File: src/hdl/assert_macros.svh
// Assertion macros shared by the delay line RTL.
// FDL_ASSERT is disabled while reset is asserted; FDL_ASSERT_NORST checks at every edge.
`ifndef ASSERT_MACROS_SVH
`define ASSERT_MACROS_SVH
`ifndef NO_ASSERTIONS
`define FDL_ASSERT(label, clk, rstn, prop, msg) \
    label: assert property (@(posedge clk) disable iff (!rstn) prop) else $error(msg);
`define FDL_ASSERT_NORST(label, clk, prop, msg) \
    label: assert property (@(posedge clk) prop) else $error(msg);
`else
`define FDL_ASSERT(label, clk, rstn, prop, msg)
`define FDL_ASSERT_NORST(label, clk, prop, msg)
`endif
`endif

File: src/hdl/fdl_pkg.sv
package fdl_pkg;

    // Field and register widths.
    localparam int SAMPLE_W   = 16;
    localparam int LAG_W      = 12;
    localparam int FRAC_W     = 16;
    localparam int CFG_IDX_W  = 2;
    localparam int CFG_DATA_W = 16;
    localparam int LAG_MAX    = (1 << LAG_W) - 1;

    // Configuration register indexes.
    localparam logic [CFG_IDX_W-1:0] CFG_DELAY_LAG   = 2'd0;
    localparam logic [CFG_IDX_W-1:0] CFG_FRAC        = 2'd1;
    localparam logic [CFG_IDX_W-1:0] CFG_INTERPOLATE = 2'd2;

    // Register reset values.
    localparam logic [LAG_W-1:0]  LAG_RESET    = 12'd1;
    localparam logic [FRAC_W-1:0] FRAC_RESET   = 16'd58982;
    localparam logic              INTERP_RESET = 1'b1;

    // Tap codes, in read order.
    localparam int TAP_W = 2;
    localparam logic [TAP_W-1:0] TAP_YM1 = 2'd0;
    localparam logic [TAP_W-1:0] TAP_Y0  = 2'd1;
    localparam logic [TAP_W-1:0] TAP_Y1  = 2'd2;
    localparam logic [TAP_W-1:0] TAP_Y2  = 2'd3;

    // Arithmetic widths of the cubic datapath.
    localparam int COEF_W = SAMPLE_W + 3;
    localparam int PROD_W = COEF_W + FRAC_W + 1;
    localparam int ACC_W  = 40;

    localparam logic signed [SAMPLE_W-1:0] SAMPLE_MAX = 16'sh7FFF;
    localparam logic signed [SAMPLE_W-1:0] SAMPLE_MIN = 16'sh8000;

    // Result buffer.
    localparam int OUT_DEPTH = 4;
    localparam int OUT_PTR_W = 2;
    localparam int OUT_CNT_W = 3;

    // One tap read as it returns from the line memory.
    typedef struct packed {
        logic                valid;
        logic [TAP_W-1:0]    tap;
        logic                fwd;
        logic [SAMPLE_W-1:0] fwd_sample;
    } tap_beat_t;

endpackage

File: src/hdl/fdl_cubic.sv
`include "assert_macros.svh"

module fdl_cubic import fdl_pkg::*; (
    input  logic                aclk,
    input  logic                aresetn,
    input  tap_beat_t           tap_beat,
    input  logic [SAMPLE_W-1:0] rdata,
    input  logic [FRAC_W-1:0]   frac,
    input  logic                interpolate,
    output logic                res_valid,
    output logic [SAMPLE_W-1:0] res_sample
);

    localparam logic signed [ACC_W-1:0] ROUND_BIAS = ACC_W'(1 << (FRAC_W - 1));
    localparam logic signed [ACC_W-1:0] SAT_HI     = ACC_W'(SAMPLE_MAX);
    localparam logic signed [ACC_W-1:0] SAT_LO     = ACC_W'(SAMPLE_MIN);

    logic signed [SAMPLE_W-1:0] tap_val;
    logic signed [SAMPLE_W-1:0] ym1_reg, y0_reg, y1_reg, y2_reg;
    logic                       taps_ready_reg, s1_valid_reg, s2_valid_reg;
    logic                       s3_valid_reg, s4_valid_reg, res_valid_reg;

    logic [2*FRAC_W-1:0]        a2_prod, a3_prod;
    logic [FRAC_W-1:0]          a2_reg, a3_reg;

    logic signed [COEF_W-1:0]   c3_reg, c2_reg, c1_reg;
    logic signed [SAMPLE_W-1:0] y0_s1_reg, y0_s2_reg, y0_s3_reg, y0_s4_reg;
    logic signed [PROD_W-1:0]   p3_reg, p2_reg, p1_reg;
    logic signed [ACC_W-1:0]    sum_hi_reg, sum_lo_reg, acc_reg;
    logic signed [ACC_W-1:0]    shifted;
    logic signed [SAMPLE_W-1:0] sat_val;
    logic [SAMPLE_W-1:0]        res_reg;

    // The tap read in the write cycle of the same address takes the new sample.
    assign tap_val = tap_beat.fwd ? $signed(tap_beat.fwd_sample) : $signed(rdata);

    always_ff @(posedge aclk) begin
        if (tap_beat.valid) begin
            case (tap_beat.tap)
                TAP_YM1: ym1_reg <= tap_val;
                TAP_Y0:  y0_reg  <= tap_val;
                TAP_Y1:  y1_reg  <= tap_val;
                TAP_Y2:  y2_reg  <= tap_val;
                default: ;
            endcase
        end
    end

    // Powers of the fraction are registered: a2 from frac, then a3 from a2 and frac.
    assign a2_prod = frac * frac;
    assign a3_prod = a2_reg * frac;

    always_ff @(posedge aclk) begin
        a2_reg <= a2_prod[2*FRAC_W-1:FRAC_W];
        a3_reg <= a3_prod[2*FRAC_W-1:FRAC_W];
    end

    // Datapath stages: coefficients, products, partial sums, total, and round or pass-through of y0.
    always_ff @(posedge aclk) begin
        c3_reg    <= COEF_W'(y0_reg) - COEF_W'(y1_reg) + COEF_W'(y2_reg) - COEF_W'(ym1_reg);
        c2_reg    <= COEF_W'(ym1_reg) + COEF_W'(ym1_reg) - COEF_W'(y0_reg) - COEF_W'(y0_reg)
                   + COEF_W'(y1_reg) - COEF_W'(y2_reg);
        c1_reg    <= COEF_W'(y1_reg) - COEF_W'(ym1_reg);
        y0_s1_reg <= y0_reg;

        p3_reg    <= c3_reg * $signed({1'b0, a3_reg});
        p2_reg    <= c2_reg * $signed({1'b0, a2_reg});
        p1_reg    <= c1_reg * $signed({1'b0, frac});
        y0_s2_reg <= y0_s1_reg;

        sum_hi_reg <= ACC_W'(p3_reg) + ACC_W'(p2_reg);
        sum_lo_reg <= ACC_W'(p1_reg) + (ACC_W'(y0_s2_reg) <<< FRAC_W) + ROUND_BIAS;
        y0_s3_reg  <= y0_s2_reg;

        acc_reg   <= sum_hi_reg + sum_lo_reg;
        y0_s4_reg <= y0_s3_reg;

        res_reg <= interpolate ? sat_val : y0_s4_reg;
    end

    // Floor shift and saturation to the sample range.
    always_comb begin
        shifted = acc_reg >>> FRAC_W;
        if (shifted > SAT_HI) begin
            sat_val = SAMPLE_MAX;
        end else if (shifted < SAT_LO) begin
            sat_val = SAMPLE_MIN;
        end else begin
            sat_val = shifted[SAMPLE_W-1:0];
        end
    end

    // Valid chain alongside the datapath.
    always_ff @(posedge aclk) begin
        if (!aresetn) begin
            taps_ready_reg <= 1'b0;
            s1_valid_reg   <= 1'b0;
            s2_valid_reg   <= 1'b0;
            s3_valid_reg   <= 1'b0;
            s4_valid_reg   <= 1'b0;
            res_valid_reg  <= 1'b0;
        end else begin
            taps_ready_reg <= tap_beat.valid && (tap_beat.tap == TAP_Y2);
            s1_valid_reg   <= taps_ready_reg;
            s2_valid_reg   <= s1_valid_reg;
            s3_valid_reg   <= s2_valid_reg;
            s4_valid_reg   <= s3_valid_reg;
            res_valid_reg  <= s4_valid_reg;
        end
    end

    assign res_valid  = res_valid_reg;
    assign res_sample = res_reg;

    `FDL_ASSERT(a_result_after_taps, aclk, aresetn, taps_ready_reg |-> ##5 res_valid_reg, "late result")

endmodule

File: config.mk
export PLATFORM = sky130hd
export DESIGN_NAME = fdl_cubic
export DESIGN_NICKNAME = d
export VERILOG_FILES = /design/src/hdl/fdl_pkg.sv /design/src/hdl/fdl_cubic.sv
export VERILOG_INCLUDE_DIRS = /design/src /design/src/hdl
export SDC_FILE = /design/constraint.sdc
export NUM_CORES = 2
export LEC_CHECK = 0
export BUFFER_PORTS_ARGS = -buffer_cell sky130_fd_sc_hd__buf_2
export CAP_MARGIN = 20
export CELL_PAD_IN_SITES_DETAIL_PLACEMENT = 1
export CELL_PAD_IN_SITES_GLOBAL_PLACEMENT = 1
export CORE_ASPECT_RATIO = 1.5
export CORE_UTILIZATION = 42
export DETAILED_ROUTE_END_ITERATION = 10
export GPL_ROUTABILITY_DRIVEN = 0
export PLACE_DENSITY = 0.7
export SYNTH_ARGS = -nofsm -noshare
export SYNTH_HDL_FRONTEND = slang
export SYNTH_SLANG_ARGS = --single-unit
File: constraint.sdc
create_clock -name aclk -period 6.4 [get_ports aclk]
set_clock_uncertainty 0.2 [all_clocks]
set_input_delay 0.32 -clock aclk [delete_from_list [all_inputs] [get_ports aclk]]
set_output_delay 0.32 -clock aclk [all_outputs]
set_load 0.01 [all_outputs]
[After elaboration in Yosys (flattened, before gate mapping)]
Index checks and enable logic that the tools add are counted.
Storage, ports and cells
  logic and storage cells: 59
  input bits: 55
  register bits after elaboration: 457
Cells by class
  order comparisons: 2
  multiply operators: 5
  multiplexer cells: 4
  add/sub/neg operators: 13
  equal/unequal tests: 3
  reduce and logical (&&, ||, !) cells: 6
Operators by type and width (count)
  multiplier 19 x 17 -> 36 bit: 2
  multiplier 16 x 16 -> 32 bit: 2
  two-way mux 16 bit: 4
  adder 37 x 38 -> 39 bit: 1
  adder 37 x 17 -> 38 bit, second input constant: 1
  subtractor 18 x 16 -> 19 bit: 2
  adder 36 x 36 -> 37 bit: 1
  adder 34 x 32 -> 35 bit: 1
  multiplier 17 x 17 -> 34 bit: 1
  subtractor 16 x 16 -> 17 bit: 2
  greater-than comparator 23 x 16 -> 1 bit, second input constant: 1
  less-than comparator 23 x 16 -> 1 bit, second input constant: 1
  adder 19 x 16 -> 19 bit: 1
  subtractor 19 x 16 -> 19 bit: 1
  adder 17 x 16 -> 18 bit: 1
  subtractor 17 x 16 -> 18 bit: 1
  adder 16 x 16 -> 17 bit: 1
  AND reduction 2 bit: 4
  equality test 2 bit, second input constant: 2
  equality test 2 x 1 -> 1 bit, second input constant: 1
  zero test 2 bit: 1
  logical AND 1 bit: 1

[Depth between registers and ports, before layout]
  depth after elaboration: 5
  gate-level depth with buffers: 26

[Least setup slack after synthesis]
No wires, ideal clock.
  kind: input port to flip-flop
  start: input port frac[8]
  end: register p1_reg[33] (netlist name)
  path buffers: 2
  required time: 6.128 ns
  cell stages on the path: 25
  slack: -0.354 ns
  data arrival time: 6.482 ns
  path through: clkbuf_1 clkbuf_1 nand2_1 fa_1 inv_1 fa_1 inv_1 fa_1 inv_1 fa_1 fa_1 inv_1 fa_1 inv_1 ha_1 and3_4 and3_1 and4_4 o31a_1 o41ai_4 o21ai_1 or4_1 a31o_1 a21oi_2 xnor2_1
Between the ends
  longest elaborated chain between the ends: 1
Ends and longest elaborated chain
  from (decl): line fdl_cubic.sv:8  | input logic [FRAC_W-1:0] frac,
  multiplier 17 x 17 -> 34 bit: line fdl_cubic.sv:68  | p1_reg <= c1_reg * $signed({1'b0, frac});
No other way between the ends.
A chain may end at the register's enable or synchronous reset.

[Final worst setup path]
  start: register a2_reg[5]
  end: register p2_reg[35]
Between the ends
  longest elaborated chain between the ends: 1
Ends and longest elaborated chain
  from (decl): line fdl_cubic.sv:24  | logic [FRAC_W-1:0] a2_reg, a3_reg;
  from (signal assigned): line fdl_cubic.sv:54  | a2_reg <= a2_prod[2*FRAC_W-1:FRAC_W];
  multiplier 19 x 17 -> 36 bit: line fdl_cubic.sv:67  | p2_reg <= c2_reg * $signed({1'b0, a2_reg});
  to (signal assigned): line fdl_cubic.sv:67
  to (decl): line fdl_cubic.sv:28  | logic signed [PROD_W-1:0] p3_reg, p2_reg, p1_reg;
No other way between the ends.

==> qor.txt <==
DR iter-0 viols: 1813
Root Driver: clkbuf_16
CTS HTree Levels: 2
Vias in the first global route: 57570
Nets: 9534
Ys async rst share: 0
Dominant cells by area after synthesis: fa_1 40%, ha_1 12%, dfxtp_1 11%
Failing checks: negative setup slack
Clock Latency Late Sink: 640 ps
FILL cells: 17600
Final WL: 205700 um
Fmax achieved: 152.4 MHz
Final worst-path setup slack: -161.9 ps
Hold Path Stages: 2
Worst path arrival time: 6880 ps
Syn Nets: 8997
Largest net degree at the start of global routing: 34
Max_cap viols: 0
Starting Density: 0.4248
Number of flip-flops under the largest register name: 38
Final min period: 6562 ps
Critical path peak fanout: 5
Share of cells above drive strength 1: 0.1454
Remaining antenna violation count: 0
Gr usage total: 0.2601
# DRC: 0
Post-DR wirelength/cell: 21.30 um
Post-Syn Area: 66030 um2
TritonCTS Buffers: 45
Fin crit share: 1.025
Clock slew at reported path FFs: 70 ps
Synth top cells by count: 1733 x inv_1, 1316 x fa_1, 820 x nand2_1, 630 x ha_1, 532 x and2_1
Initial antenna violation count: 11
Crit. End Element: register
Final hold vios: 0
Worst-Margin Slew: 1131 ps
IO Count: 72
Post-synth top area share: 0.3990
Bufs on Longest Clock Path: 3
Register-to-register setup slack: -160 ps
Area post-placement: 73400 um2
Post-synthesis cell count: 6996
Post-synth EDFFs: 64
Vias per inst: 5.074
Max transition margin: 0.2433
Die X: 325.8 um
Design area: 77230 um2
WP data required: 6720 ps
Critical path type: register to register
Sequential-to-total area share from yosys stat: 0.1434
Die height: 487.6 um
Rows: 177
Area leader, netlist: fa_1
CTS Sinks: 441
Post-route setup TNS: -660.3 ps
R2R depth: 24
Die ar.: 158800 um2
Area grow syn2layout: 16.95%
Synth unique cells: 79
Setup slack after placement: -444.7 ps
Synth Area per Inst: 9.439 um2
DR vias: 48990
FF+latch count, synth: 441
DP HPWL: 172000 um
Fin. max-slew vios: 0
Primary FF master, synth: dfxtp_1
DR pass1 iterations: 5
Final setup fails: 6
First-pass GRT wire length: 317500 um
Most numerous cell in the Yosys netlist: inv_1
Port bufs: 71
Gr ovfl total: 0
Synth Warn #: 0
Startpoint class of the critical path: register
Status: finished, violations left
TritonCTS clock tree: built
Worst min-delay path class: input port to register
RSZ-0062 raised after global routing: true
Core area: 155500 um2
-- path summary, 6_finish.rpt --
check | startpoint | to
hold reg to reg | y0_s3_reg[2]$_DFF_P_ | y0_s4_reg[2]$_DFF_P_
setup reg to reg | a2_reg[5]$_DFF_P_ | p2_reg[35]$_DFF_P_
setup / recovery | a2_reg[5]$_DFF_P_ | p2_reg[35]$_DFF_P_
hold / removal | rdata[7] | y2_reg[7]$_DFFE_PP_
-- critical path: stages, from the launching register on --
cell and delay [ps]:
dfxtp_4 360, buf_12 150, buf_8 130, and2_4 130
fa_1 540, inv_1 60, fa_1 490, fa_1 500
inv_1 50, fa_1 480, fa_1 550, inv_2 50
fa_1 580, inv_2 70, ha_4 270, nand4_1 210
a311oi_2 340, o21ai_4 130, a32oi_2 210, buf_4 160
o41ai_4 70, o211a_1 250, o21bai_1 180, a21oi_2 80
xnor2_1 210
-- logic make-up after synthesis --
family          count (synthesis)  synth area share
flops                         441            0.1434
simple gates                 1777            0.1300
mux                            22          0.003695
fa+ha+maj                    1946            0.5183
xor+xnor                      271           0.03594
buf+inv                      1963            0.1116
compound gates                576           0.05703
-- metal layers --
layer / vias up / part of all wire / routed length (um) / GRT usage
met5: - / 0.000063 / 13 / 0
met4: 2 / 0.068 / 14030 / 0.1462
met3: 506 / 0.027 / 5636 / 0.02133
met2: 909 / 0.54 / 111500 / 0.5020
met1: 25640 / 0.36 / 74510 / 0.2747
li1: 21940 / - / - / -
-- area by class of cell --
cell class / instances / area, um2 / area share
multi-input cells: 4592 / 50280 / 0.6511
flip-flops and latches: 441 / 9549 / 0.1236
repair buffers: 720 / 6564 / 0.08499
inverters: 1733 / 6505 / 0.08423
well taps: 2058 / 2575 / 0.03334
clock buffers: 48 / 1169 / 0.01513
clock inverters: 36 / 520.5 / 0.006740
diodes: 26 / 65.06 / 0.0008425
-- layout by cell type (no fill, tap or decap), types with 73 or more instances in the layout --
cell type     n
fa_1       1287
inv_1      1694
a21oi_1     150
and2_1      514
ha_1        606
dfxtp_1     341
buf_4       505
nor2_1      164
buf_12       82
xnor2_1     202
nand2_1     802
o21ai_0      73
-- per-stage QoR --
stage               hold WS (ps)  utilization  instances
finish                     33.92       0.4967       9654
global route               19.80       0.4967       9650
CTS                        6.465       0.4879       9589
detailed placement         113.5       0.4721       9466
global placement           111.3       0.4721       9465
floorplan                  109.6            -       6996
-- repair_timing --
action                     4_1_cts  5_1_grt
pin swaps                       66      175
resized for setup              115      258
buffers inserted                23       40
setup endpoints to repair       34       42
hold buffers                    18        0
hold endpoints to repair        54        0
gates cloned                     2        5
Power is not shown: default switching activity piles up to over one toggle a cycle in this logic, so the estimate is an artifact.
