`src/hdl/assert_macros.svh`:
```
// Assertion macros shared by the delay line RTL.
// FDL_ASSERT is disabled while reset is asserted; FDL_ASSERT_NORST checks at every edge.
`ifndef ASSERT_MACROS_SVH
`define ASSERT_MACROS_SVH
`ifndef NO_ASSERTIONS
`define FDL_ASSERT(label, clk, rstn, prop, msg) \
    label: assert property (@(posedge clk) disable iff (!rstn) prop) else $error(msg);
`define FDL_ASSERT_NORST(label, clk, prop, msg) \
    label: assert property (@(posedge clk) prop) else $error(msg);
`else
`define FDL_ASSERT(label, clk, rstn, prop, msg)
`define FDL_ASSERT_NORST(label, clk, prop, msg)
`endif
`endif

```
`src/hdl/fdl_pkg.sv`:
```
package fdl_pkg;

    // Field and register widths.
    localparam int SAMPLE_W   = 16;
    localparam int LAG_W      = 12;
    localparam int FRAC_W     = 16;
    localparam int CFG_IDX_W  = 2;
    localparam int CFG_DATA_W = 16;
    localparam int LAG_MAX    = (1 << LAG_W) - 1;

    // Configuration register indexes.
    localparam logic [CFG_IDX_W-1:0] CFG_DELAY_LAG   = 2'd0;
    localparam logic [CFG_IDX_W-1:0] CFG_FRAC        = 2'd1;
    localparam logic [CFG_IDX_W-1:0] CFG_INTERPOLATE = 2'd2;

    // Register reset values.
    localparam logic [LAG_W-1:0]  LAG_RESET    = 12'd1;
    localparam logic [FRAC_W-1:0] FRAC_RESET   = 16'd58982;
    localparam logic              INTERP_RESET = 1'b1;

    // Tap codes, in read order.
    localparam int TAP_W = 2;
    localparam logic [TAP_W-1:0] TAP_YM1 = 2'd0;
    localparam logic [TAP_W-1:0] TAP_Y0  = 2'd1;
    localparam logic [TAP_W-1:0] TAP_Y1  = 2'd2;
    localparam logic [TAP_W-1:0] TAP_Y2  = 2'd3;

    // Arithmetic widths of the cubic datapath.
    localparam int COEF_W = SAMPLE_W + 3;
    localparam int PROD_W = COEF_W + FRAC_W + 1;
    localparam int ACC_W  = 40;

    localparam logic signed [SAMPLE_W-1:0] SAMPLE_MAX = 16'sh7FFF;
    localparam logic signed [SAMPLE_W-1:0] SAMPLE_MIN = 16'sh8000;

    // Result buffer.
    localparam int OUT_DEPTH = 4;
    localparam int OUT_PTR_W = 2;
    localparam int OUT_CNT_W = 3;

    // One tap read as it returns from the line memory.
    typedef struct packed {
        logic                valid;
        logic [TAP_W-1:0]    tap;
        logic                fwd;
        logic [SAMPLE_W-1:0] fwd_sample;
    } tap_beat_t;

endpackage

```
`src/hdl/fdl_tap_seq.sv`:
```
`include "assert_macros.svh"

module fdl_tap_seq import fdl_pkg::*; #(
    parameter int DEPTH = 4096,
    localparam int AW = $clog2(DEPTH)
) (
    input  logic                aclk,
    input  logic                aresetn,
    input  logic                item_accept,
    input  logic [SAMPLE_W-1:0] sample_in,
    input  logic                lag_wr,
    input  logic [LAG_W-1:0]    lag_wdata,
    output logic                seq_ready,
    output logic                mem_we,
    output logic [AW-1:0]       mem_waddr,
    output logic [SAMPLE_W-1:0] mem_wdata,
    output logic [AW-1:0]       mem_raddr,
    output tap_beat_t           tap_beat
);

    // Number of restoring steps that bring a lag below DEPTH.
    function automatic int calc_reduce_steps(input int depth);
        int n;
        n = 0;
        while ((depth << n) <= LAG_MAX) begin
            n = n + 1;
        end
        if (n == 0) begin
            n = 1;
        end
        return n;
    endfunction

    localparam int REDUCE_STEPS = calc_reduce_steps(DEPTH);
    localparam int STEP_W = (REDUCE_STEPS > 1) ? $clog2(REDUCE_STEPS) : 1;
    localparam int DIV_W  = LAG_W + 1;

    function automatic logic [AW-1:0] wrap_inc(input logic [AW-1:0] a);
        return (a == AW'(DEPTH - 1)) ? '0 : a + 1'b1;
    endfunction

    logic              clear_busy_reg;
    logic [AW-1:0]     clear_addr_reg;
    logic              reduce_busy_reg;
    logic [STEP_W-1:0] step_reg;
    logic [LAG_W-1:0]  lag_rem_reg;
    logic [AW-1:0]     wr_idx_reg;
    logic              rd_busy_reg;
    logic [TAP_W-1:0]  phase_reg;
    logic [AW-1:0]     rd_addr_reg;
    tap_beat_t         beat_reg;

    logic [DIV_W-1:0]  divisor;
    logic              rem_take;
    logic [LAG_W-1:0]  lag_rem_next;
    logic [AW:0]       tap_sum;
    logic [AW-1:0]     first_tap;

    // Lag reduction: one shifted copy of DEPTH tried per cycle.
    assign divisor      = DIV_W'(DEPTH) << step_reg;
    assign rem_take     = ({1'b0, lag_rem_reg} >= divisor);
    assign lag_rem_next = rem_take ? (lag_rem_reg - divisor[LAG_W-1:0]) : lag_rem_reg;

    // First tap sits lag+1 entries behind the write pointer.
    always_comb begin
        tap_sum = {1'b0, wr_idx_reg} + (AW+1)'(DEPTH - 1) - (AW+1)'(lag_rem_reg);
        if (tap_sum >= (AW+1)'(DEPTH)) begin
            first_tap = AW'(tap_sum - (AW+1)'(DEPTH));
        end else begin
            first_tap = tap_sum[AW-1:0];
        end
    end

    // Sequencer: clearing pass, lag reduction, and four tap reads per item.
    always_ff @(posedge aclk) begin
        if (!aresetn) begin
            clear_busy_reg  <= 1'b1;
            clear_addr_reg  <= '0;
            reduce_busy_reg <= 1'b0;
            step_reg        <= '0;
            lag_rem_reg     <= LAG_RESET;
            wr_idx_reg      <= AW'(DEPTH / 2);
            rd_busy_reg     <= 1'b0;
            phase_reg       <= TAP_YM1;
            rd_addr_reg     <= '0;
            beat_reg        <= '0;
        end else begin
            if (clear_busy_reg) begin
                clear_addr_reg <= wrap_inc(clear_addr_reg);
                if (clear_addr_reg == AW'(DEPTH - 1)) begin
                    clear_busy_reg <= 1'b0;
                end
            end

            if (lag_wr) begin
                lag_rem_reg     <= lag_wdata;
                step_reg        <= STEP_W'(REDUCE_STEPS - 1);
                reduce_busy_reg <= 1'b1;
            end else if (reduce_busy_reg) begin
                lag_rem_reg <= lag_rem_next;
                if (step_reg == '0) begin
                    reduce_busy_reg <= 1'b0;
                end else begin
                    step_reg <= step_reg - 1'b1;
                end
            end

            if (item_accept) begin
                wr_idx_reg  <= wrap_inc(wr_idx_reg);
                rd_busy_reg <= 1'b1;
                phase_reg   <= TAP_Y0;
                rd_addr_reg <= wrap_inc(first_tap);
            end else if (rd_busy_reg) begin
                rd_addr_reg <= wrap_inc(rd_addr_reg);
                phase_reg   <= phase_reg + 1'b1;
                if (phase_reg == TAP_Y2) begin
                    rd_busy_reg <= 1'b0;
                end
            end

            // Tag each read in a register so the tag arrives with its registered read data.
            beat_reg.valid      <= item_accept || rd_busy_reg;
            beat_reg.tap        <= item_accept ? TAP_YM1 : phase_reg;
            beat_reg.fwd        <= item_accept && (first_tap == wr_idx_reg);
            beat_reg.fwd_sample <= sample_in;
        end
    end

    // Memory port steering.
    assign mem_we    = clear_busy_reg || item_accept;
    assign mem_waddr = clear_busy_reg ? clear_addr_reg : wr_idx_reg;
    assign mem_wdata = clear_busy_reg ? '0 : sample_in;
    assign mem_raddr = rd_busy_reg ? rd_addr_reg : first_tap;

    assign seq_ready = !clear_busy_reg && !reduce_busy_reg && !rd_busy_reg;
    assign tap_beat  = beat_reg;

    `FDL_ASSERT(a_accept_when_free, aclk, aresetn, item_accept |-> seq_ready, "item taken while sequencer busy")
    `FDL_ASSERT(a_four_reads, aclk, aresetn, item_accept |=> rd_busy_reg ##3 !rd_busy_reg, "tap read burst is not four cycles")
    `FDL_ASSERT(a_ptr_range, aclk, aresetn, {1'b0, wr_idx_reg} < (AW+1)'(DEPTH), "write pointer out of range")

endmodule

```
`config.mk`:
```
export PLATFORM = sky130hd
export DESIGN_NAME = fdl_tap_seq
export DESIGN_NICKNAME = d
export VERILOG_FILES = /design/src/hdl/fdl_pkg.sv /design/src/hdl/fdl_tap_seq.sv
export VERILOG_INCLUDE_DIRS = /design/src /design/src/hdl
export SDC_FILE = /design/constraint.sdc
export NUM_CORES = 1
export LEC_CHECK = 0
export CELL_PAD_IN_SITES_DETAIL_PLACEMENT = 1
export CELL_PAD_IN_SITES_GLOBAL_PLACEMENT = 1
export CORE_UTILIZATION = 30
export DETAILED_ROUTE_END_ITERATION = 7
export DONT_BUFFER_PORTS = 1
export PLACE_DENSITY_LB_ADDON = 0.05
export SLEW_MARGIN = 20
export SYNTH_ARGS = -nofsm -noshare
export SYNTH_HDL_FRONTEND = slang
export SYNTH_SLANG_ARGS = --single-unit
```
`constraint.sdc`:
```
create_clock -name aclk -period 3 [get_ports aclk]
set_input_delay 0.9 -clock aclk [delete_from_list [all_inputs] [get_ports aclk]]
set_output_delay 0.9 -clock aclk [all_outputs]
set_load 0.05 [all_outputs]
```
# Word-level counts from Yosys, hierarchy flattened
# Index checks and enable logic that the tools add are counted.
# totals
inputBits	32
out_inout_bits	62
regBits	74
# op_classes
n_shift	1
n_eq_ne	6
order_cmp	2
mux	24
bitwise	1
n_addsub	10
n_reduce_logical	14
# ops
operator	count
2-to-1 mux 12 bit	12
adder 12 x 1 -> 12 bit (second input constant)	4
equality test 12 bit (second input constant)	4
2-to-1 mux 16 bit	1
adder 12 x 12 -> 13 bit (second input constant)	1
>= comparator 12 x 13 -> 1 bit	1
>= comparator 13 bit (second input constant)	1
left shift 13 x 1 -> 13 bit (first input constant)	1
subtractor 13 x 12 -> 13 bit	1
equality test 12 bit	1
subtractor 12 x 1 -> 12 bit (second input constant)	1
subtractor 12 bit	1
2-to-1 mux 1 bit	11
nonzero test 2 bit	3
OR reduction 2 bit	2
logical AND 1 bit	3
zero test 1 bit	3
adder 2 x 1 -> 2 bit (second input constant)	1
equality test 2 bit (second input constant)	1
logical OR 1 bit	2
AND reduction 2 bit	1
NOT 1 bit	1
subtractor 1 bit (second input constant)	1

# Depth between registers and ports, before layout
# logic_depth
ltp_word	7
depth_mapped	13

# Worst setup path after synthesis
# Ideal clock, no wire load.
# synth_path
kind	register to output
startpoint	register wr_idx_reg[0]
endpoint	output mem_raddr[10]
path_stages_with_launch	10
arrival_ns	3.017
required_ns	2.100
setup_slack_ns	-0.917
path_cell_list	dfxtp_1 ha_1 inv_1 fa_1 nand2b_1 a21oi_1 o31ai_1 nor4b_1 nor3_1 o21ai_0
# synth_via
elab_chain_cells	5
# synth_lines
item	line_no	text
from (decl)	fdl_tap_seq.sv:47	logic [AW-1:0] wr_idx_reg;
from (signal assigned)	fdl_tap_seq.sv:82	wr_idx_reg <= AW'(DEPTH / 2);
from (signal assigned)	fdl_tap_seq.sv:109	wr_idx_reg <= wrap_inc(wr_idx_reg);
adder 12 x 12 -> 13 bit (*)	fdl_tap_seq.sv:66	tap_sum = {1'b0, wr_idx_reg} + (AW+1)'(DEPTH - 1) - (AW+1)'(lag_rem_reg);
subtractor 13 x 12 -> 13 bit (*)	fdl_tap_seq.sv:66	
subtractor 12 x 1 -> 12 bit or >= comparator 13 bit (tied branches)	fdl_tap_seq.sv:68, fdl_tap_seq.sv:67	
2-to-1 mux 12 bit (*)	fdl_tap_seq.sv:67	if (tap_sum >= (AW+1)'(DEPTH)) begin
2-to-1 mux 12 bit (*)	fdl_tap_seq.sv:133	assign mem_raddr = rd_busy_reg ? rd_addr_reg : first_tap;
to (decl)	fdl_tap_seq.sv:17	output logic [AW-1:0] mem_raddr,
# Mark *: on every way between the ends. The rest lies on a longest branch, timed or not.

# Worst setup path in the final report
# layout_path
startpoint	register lag_rem_reg[0]
endpoint	output mem_raddr[8]
# layout_via
elab_chain_cells	4
# layout_lines
item	line_no	text
from (decl)	fdl_tap_seq.sv:46	logic [LAG_W-1:0] lag_rem_reg;
from (signal assigned)	fdl_tap_seq.sv:96	lag_rem_reg <= lag_wdata;
from (signal assigned)	fdl_tap_seq.sv:100	lag_rem_reg <= lag_rem_next;
subtractor 13 x 12 -> 13 bit (*)	fdl_tap_seq.sv:66	
subtractor 12 x 1 -> 12 bit or >= comparator 13 bit (tied branches)	fdl_tap_seq.sv:68, fdl_tap_seq.sv:67	
2-to-1 mux 12 bit (*)	fdl_tap_seq.sv:67	
2-to-1 mux 12 bit (*)	fdl_tap_seq.sv:133	
# Marked as above.

==> results_tabular.tex <==
\begin{tabular}{lr}
\hline
Metric & Value \\
\hline
\multicolumn{2}{l}{\textbf{Status}} \\
Outcome & finished with violations \\
Failing checks & negative setup slack \\
\multicolumn{2}{l}{\textbf{Synth}} \\
Adder-cell share of the synthesized area & 5.13\% \\
Xor and xnor fraction of the mapped netlist area & 10.2\% \\
Synthesized area & 0.00429 sq mm \\
Synthesis warning total & 0 \\
Synth area leader & dfxtp\_1 \\
Multiplexer share of the synthesized area & 6.91\% \\
Synth cell types & 54 \\
Most common flop cell mapped by yosys & dfxtp\_1 \\
Yosys top cell area share & 34.1\% \\
Synth async-reset ratio & 0\% \\
Ranking of synthesized cells by area & dfxtp\_1 34\%, xnor2\_1 5.3\%, xor2\_1 4.9\% \\
Total of flip-flops plus latches after synthesis & 73 \\
Number of flops mapped to enable cells by yosys & 0 \\
Synth Area in Simple Gates & 25.4\% \\
Dominant combinational cell family by area after synthesis & simple AND/OR/NAND/NOR gates \\
Mean area per synthesized cell & 8.25 sq um \\
Synthesized-area fraction occupied by ao, oa, aoi and oai cells & 14.1\% \\
Mapped Nets & 569 \\
Sequential fraction of the synthesis area & 34.1\% \\
Syn Inst Count & 520 \\
\multicolumn{2}{l}{\textbf{Route}} \\
DR WL/cell & 17.4 um \\
Router iterations before antenna repair & 4 \\
Final routed DRC violation total & 0 \\
Vias/cell & 4.99 \\
Number of antenna-violating nets in the routed design & 0 \\
Initial DRC count & 169 \\
Sum of routed wire length over all layers & 13.8 mm \\
Total number of vias & 3976 \\
\multicolumn{2}{l}{\textbf{Worst hold path}} \\
Min-delay worst type & flip-flop to flip-flop \\
Number of stages on the worst hold path & 2 \\
Worst Hold Path EP & lag\_rem\_reg[9] \\
Hold Path Origin & lag\_rem\_reg[9] \\
\multicolumn{2}{l}{\textbf{Power}} \\
Pwr dens & 498 mW/mm\^{}2 \\
Maximum resistive drop on vdd & 0.265 mV \\
Static leakage & 2.52 nW \\
\multicolumn{2}{l}{\textbf{Setup path}} \\
Critical path's largest stage delay & 0.42 ns \\
Arrival time of the worst setup path & 2.37 ns \\
Buffer and inverter count on the worst path & 3 \\
Series of cell instances along the critical path & inv\_2 -> ha\_4 -> inv\_2 -> fa\_2 -> nor2b\_4 -> o2111ai\_4 -> a31oi\_4 -> nor2\_2 -> xor2\_2 -> o21ai\_4 -> buf\_12 \\
Highest fanout seen on the critical path & 3 \\
Critical register-to-register path startpoint & lag\_rem\_reg[0] \\
Worst R2R Path Depth & 14 \\
Sort of element at the end of the critical path & primary output \\
Internal reg-to-reg setup slack & -0.14 ns \\
Startpoint Class & flip-flop \\
Cell repeated most along the worst path & inv\_2 \\
Crit path kind & flip-flop to primary output \\
Cell with the biggest individual delay on the critical path & fa\_2 \\
Top Family by Delay on Critical Path & adder cells \\
Worst R2R End & rd\_addr\_reg[3] \\
Data required time of the critical path & 2.10 ns \\
\multicolumn{2}{l}{\textbf{Floorplanning}} \\
Die X & 122 um \\
Area of the core region & 0.0139 sq mm \\
Die area & 0.0148 sq mm \\
Number of top-level pins & 94 \\
Std-Cell Rows & 43 \\
Die H & 122 um \\
Initial Util & 30.8\% \\
\multicolumn{2}{l}{\textbf{STA}} \\
Max\_slew headroom & 51.2\% \\
Slew Viols, Final & 0 \\
Slew of the pin with the lowest slew margin & 0.722 ns \\
Final setup fails & 14 \\
Clock tree skew after final layout & 0.00275 ns \\
Least setup slack across all paths after layout & -0.272 ns \\
Share of the clock period used by the worst path & 109\% \\
Hold violation count in the final report & 0 \\
Final min period & 3.27 ns \\
Total negative setup slack & -1.97 ns \\
RSZ-0062 raised after global routing & true \\
Highest achievable clock rate & 306 MHz \\
\multicolumn{2}{l}{\textbf{GRT}} \\
Pin count of the biggest net entering global routing & 37 \\
Number of antenna violations at the first check in global routing & 0 \\
Total routing resource utilization after global routing & 19.3\% \\
Grt total ovfl & 0 \\
Global-route wire length before repair & 21.8 mm \\
Via count of the first global-routing pass & 4155 \\
\multicolumn{2}{l}{\textbf{Placement}} \\
Post-detail-place hpwl & 10.2 mm \\
Gpl congestion & 0.771 \\
Number of buffers added on ports & 0 \\
Worst setup slack after placement & -0.231 ns \\
\multicolumn{2}{l}{\textbf{Clock tree}} \\
Clock latency on the worst-skew pair & 0.34 ns \\
H-Tree Level Count & 3 \\
Clock root buffer & clkbuf\_16 \\
Total clock buffers created by CTS & 9 \\
Sinks on Clock Net & 73 \\
Number of hold buffers added after CTS & 0 \\
Clock transition at the register clock pins on the worst setup and hold paths after CTS & 0.06 ns \\
Number of buffers between clock root and the deepest sink & 2 \\
CTS tree & done \\
\multicolumn{2}{l}{\textbf{Finish}} \\
Number of diodes & 0 \\
Most common cell after layout, fill and taps aside & buf\_4 \\
Layout cells sized above 1 & 36.4\% \\
Layout area overhead & 45.1\% \\
Highest-count cells in the layout ignoring fill and taps & 87 x buf\_4, 66 x dfxtp\_1, 47 x nor2\_1 \\
Area of combinational cells with multiple inputs & 0.00317 sq mm \\
Total number of nets in the final design & 660 \\
Max FFs per register & 20 \\
Sequential cell area & 0.00147 sq mm \\
Fill cells & 1609 \\
\multicolumn{2}{l}{\textbf{Job}} \\
Number of violations of the max-capacitance limit & 0 \\
\hline
\end{tabular}
## cell usage after synthesis, types with 2 or more instances
master      n
ha_1       16
mux2i_1    15
o22ai_1     5
a31oi_1     7
o2111ai_1   2
buf_2       2
inv_1      20
buf_1       4
nand4_1    10
mux2_2     13
xor2_1     24
o21ai_0    26
clkbuf_1   20
nor2_1     51
a21oi_1    24
and2_1     20
o21a_1      3
nand2b_1    7
xnor2_1    26
nor3b_1     3
or4b_1      2
nor4b_1     2
nand2_1    43
nor3_1     13
a211oi_1    7
or3_1       4
and3_1     11
o211ai_1    6
and4_1      2
nand3_1    15
or2_2       2
dfxtp_1    73
nor2b_1    20
o31ai_1     2
## kinds of logic after synthesis
group	Yosys count
multiplexers	28
AND/OR/NAND/NOR	211
flip-flops	73
XOR/XNOR	50
adder cells (fa/ha/maj)	17
buffers and inverters	47
AO/OA/AOI/OAI	94
## how the worst max path moves through the flow
stage / from / endpoint / slack (ns) / depth (start not counted)
2_1_floorplan: wr_idx_reg[0] / mem_raddr[10] / -0.13 / 9
3_3_place_gp: lag_rem_reg[0] / rd_addr_reg[1] / -0.13 / 14
3_5_place_dp: lag_rem_reg[0] / rd_addr_reg[3] / -0.23 / 14
4_1_cts: lag_rem_reg[0] / mem_raddr[10] / -0.32 / 11
5_1_grt: lag_rem_reg[0] / mem_raddr[8] / -0.35 / 11
6_report: lag_rem_reg[0] / mem_raddr[8] / -0.27 / 11
## what timing repair did
| action | in CTS | in global routing |
|---|---|---|
| setup buffers | 13 | 9 |
| pin swaps | 27 | 28 |
| endpoints found under the hold margin | 0 | 0 |
| gates resized for setup | 54 | 43 |
| endpoints found under the setup margin | 17 | 18 |
## metal layers
metal	up-vias	GRT usage, %	wire length [um]	part of all wire [%]
met5	-	0	0	0
met4	0	5.48	120	0.87
met3	8	4.54	481	3.5
met2	58	34.2	7020	51
met1	1926	23.0	6210	45
li1	1984	-	-	-
## worst min-delay path, stage by stage, from the launching register on
cell and delay [ns]:
dfxtp_1 0.33, mux2i_1 0.06, nor2_1 0.07
## per-stage QoR
step	instance area (sq um)	std cells	hold slack [ns]	utilization [%]	total power, mW
global route	6220	796	0.523	44.7	3.24
floorplan	4390	520	0.460	-	1.54
CTS	5960	787	0.510	42.8	3.06
finish	6220	796	0.495	44.7	3.10
global placement	5270	759	0.479	37.8	1.77
detailed placement	5270	759	0.490	37.8	1.78
## power by group
| part | leakage (nW) | internal [mW] | total [mW] | switching [mW] |
|---|---|---|---|---|
| Clock | 0.155 | 0.752 | 1.19 | 0.442 |
| Sequential | 0.603 | 1.02 | 1.12 | 0.0950 |
| Combinational | 1.76 | 0.379 | 0.788 | 0.409 |
| Total | 2.52 | 2.15 | 3.10 | 0.945 |
## layout make-up
class	count	share of cell area, %
repair buffers	106	15.2
multi-input cells	400	51.0
well taps	180	3.62
flip-flops and latches	73	23.7
clock inverters	6	1.43
clock buffers	10	3.84
inverters	21	1.27
Note: power is estimated with default switching activity, not from simulation.
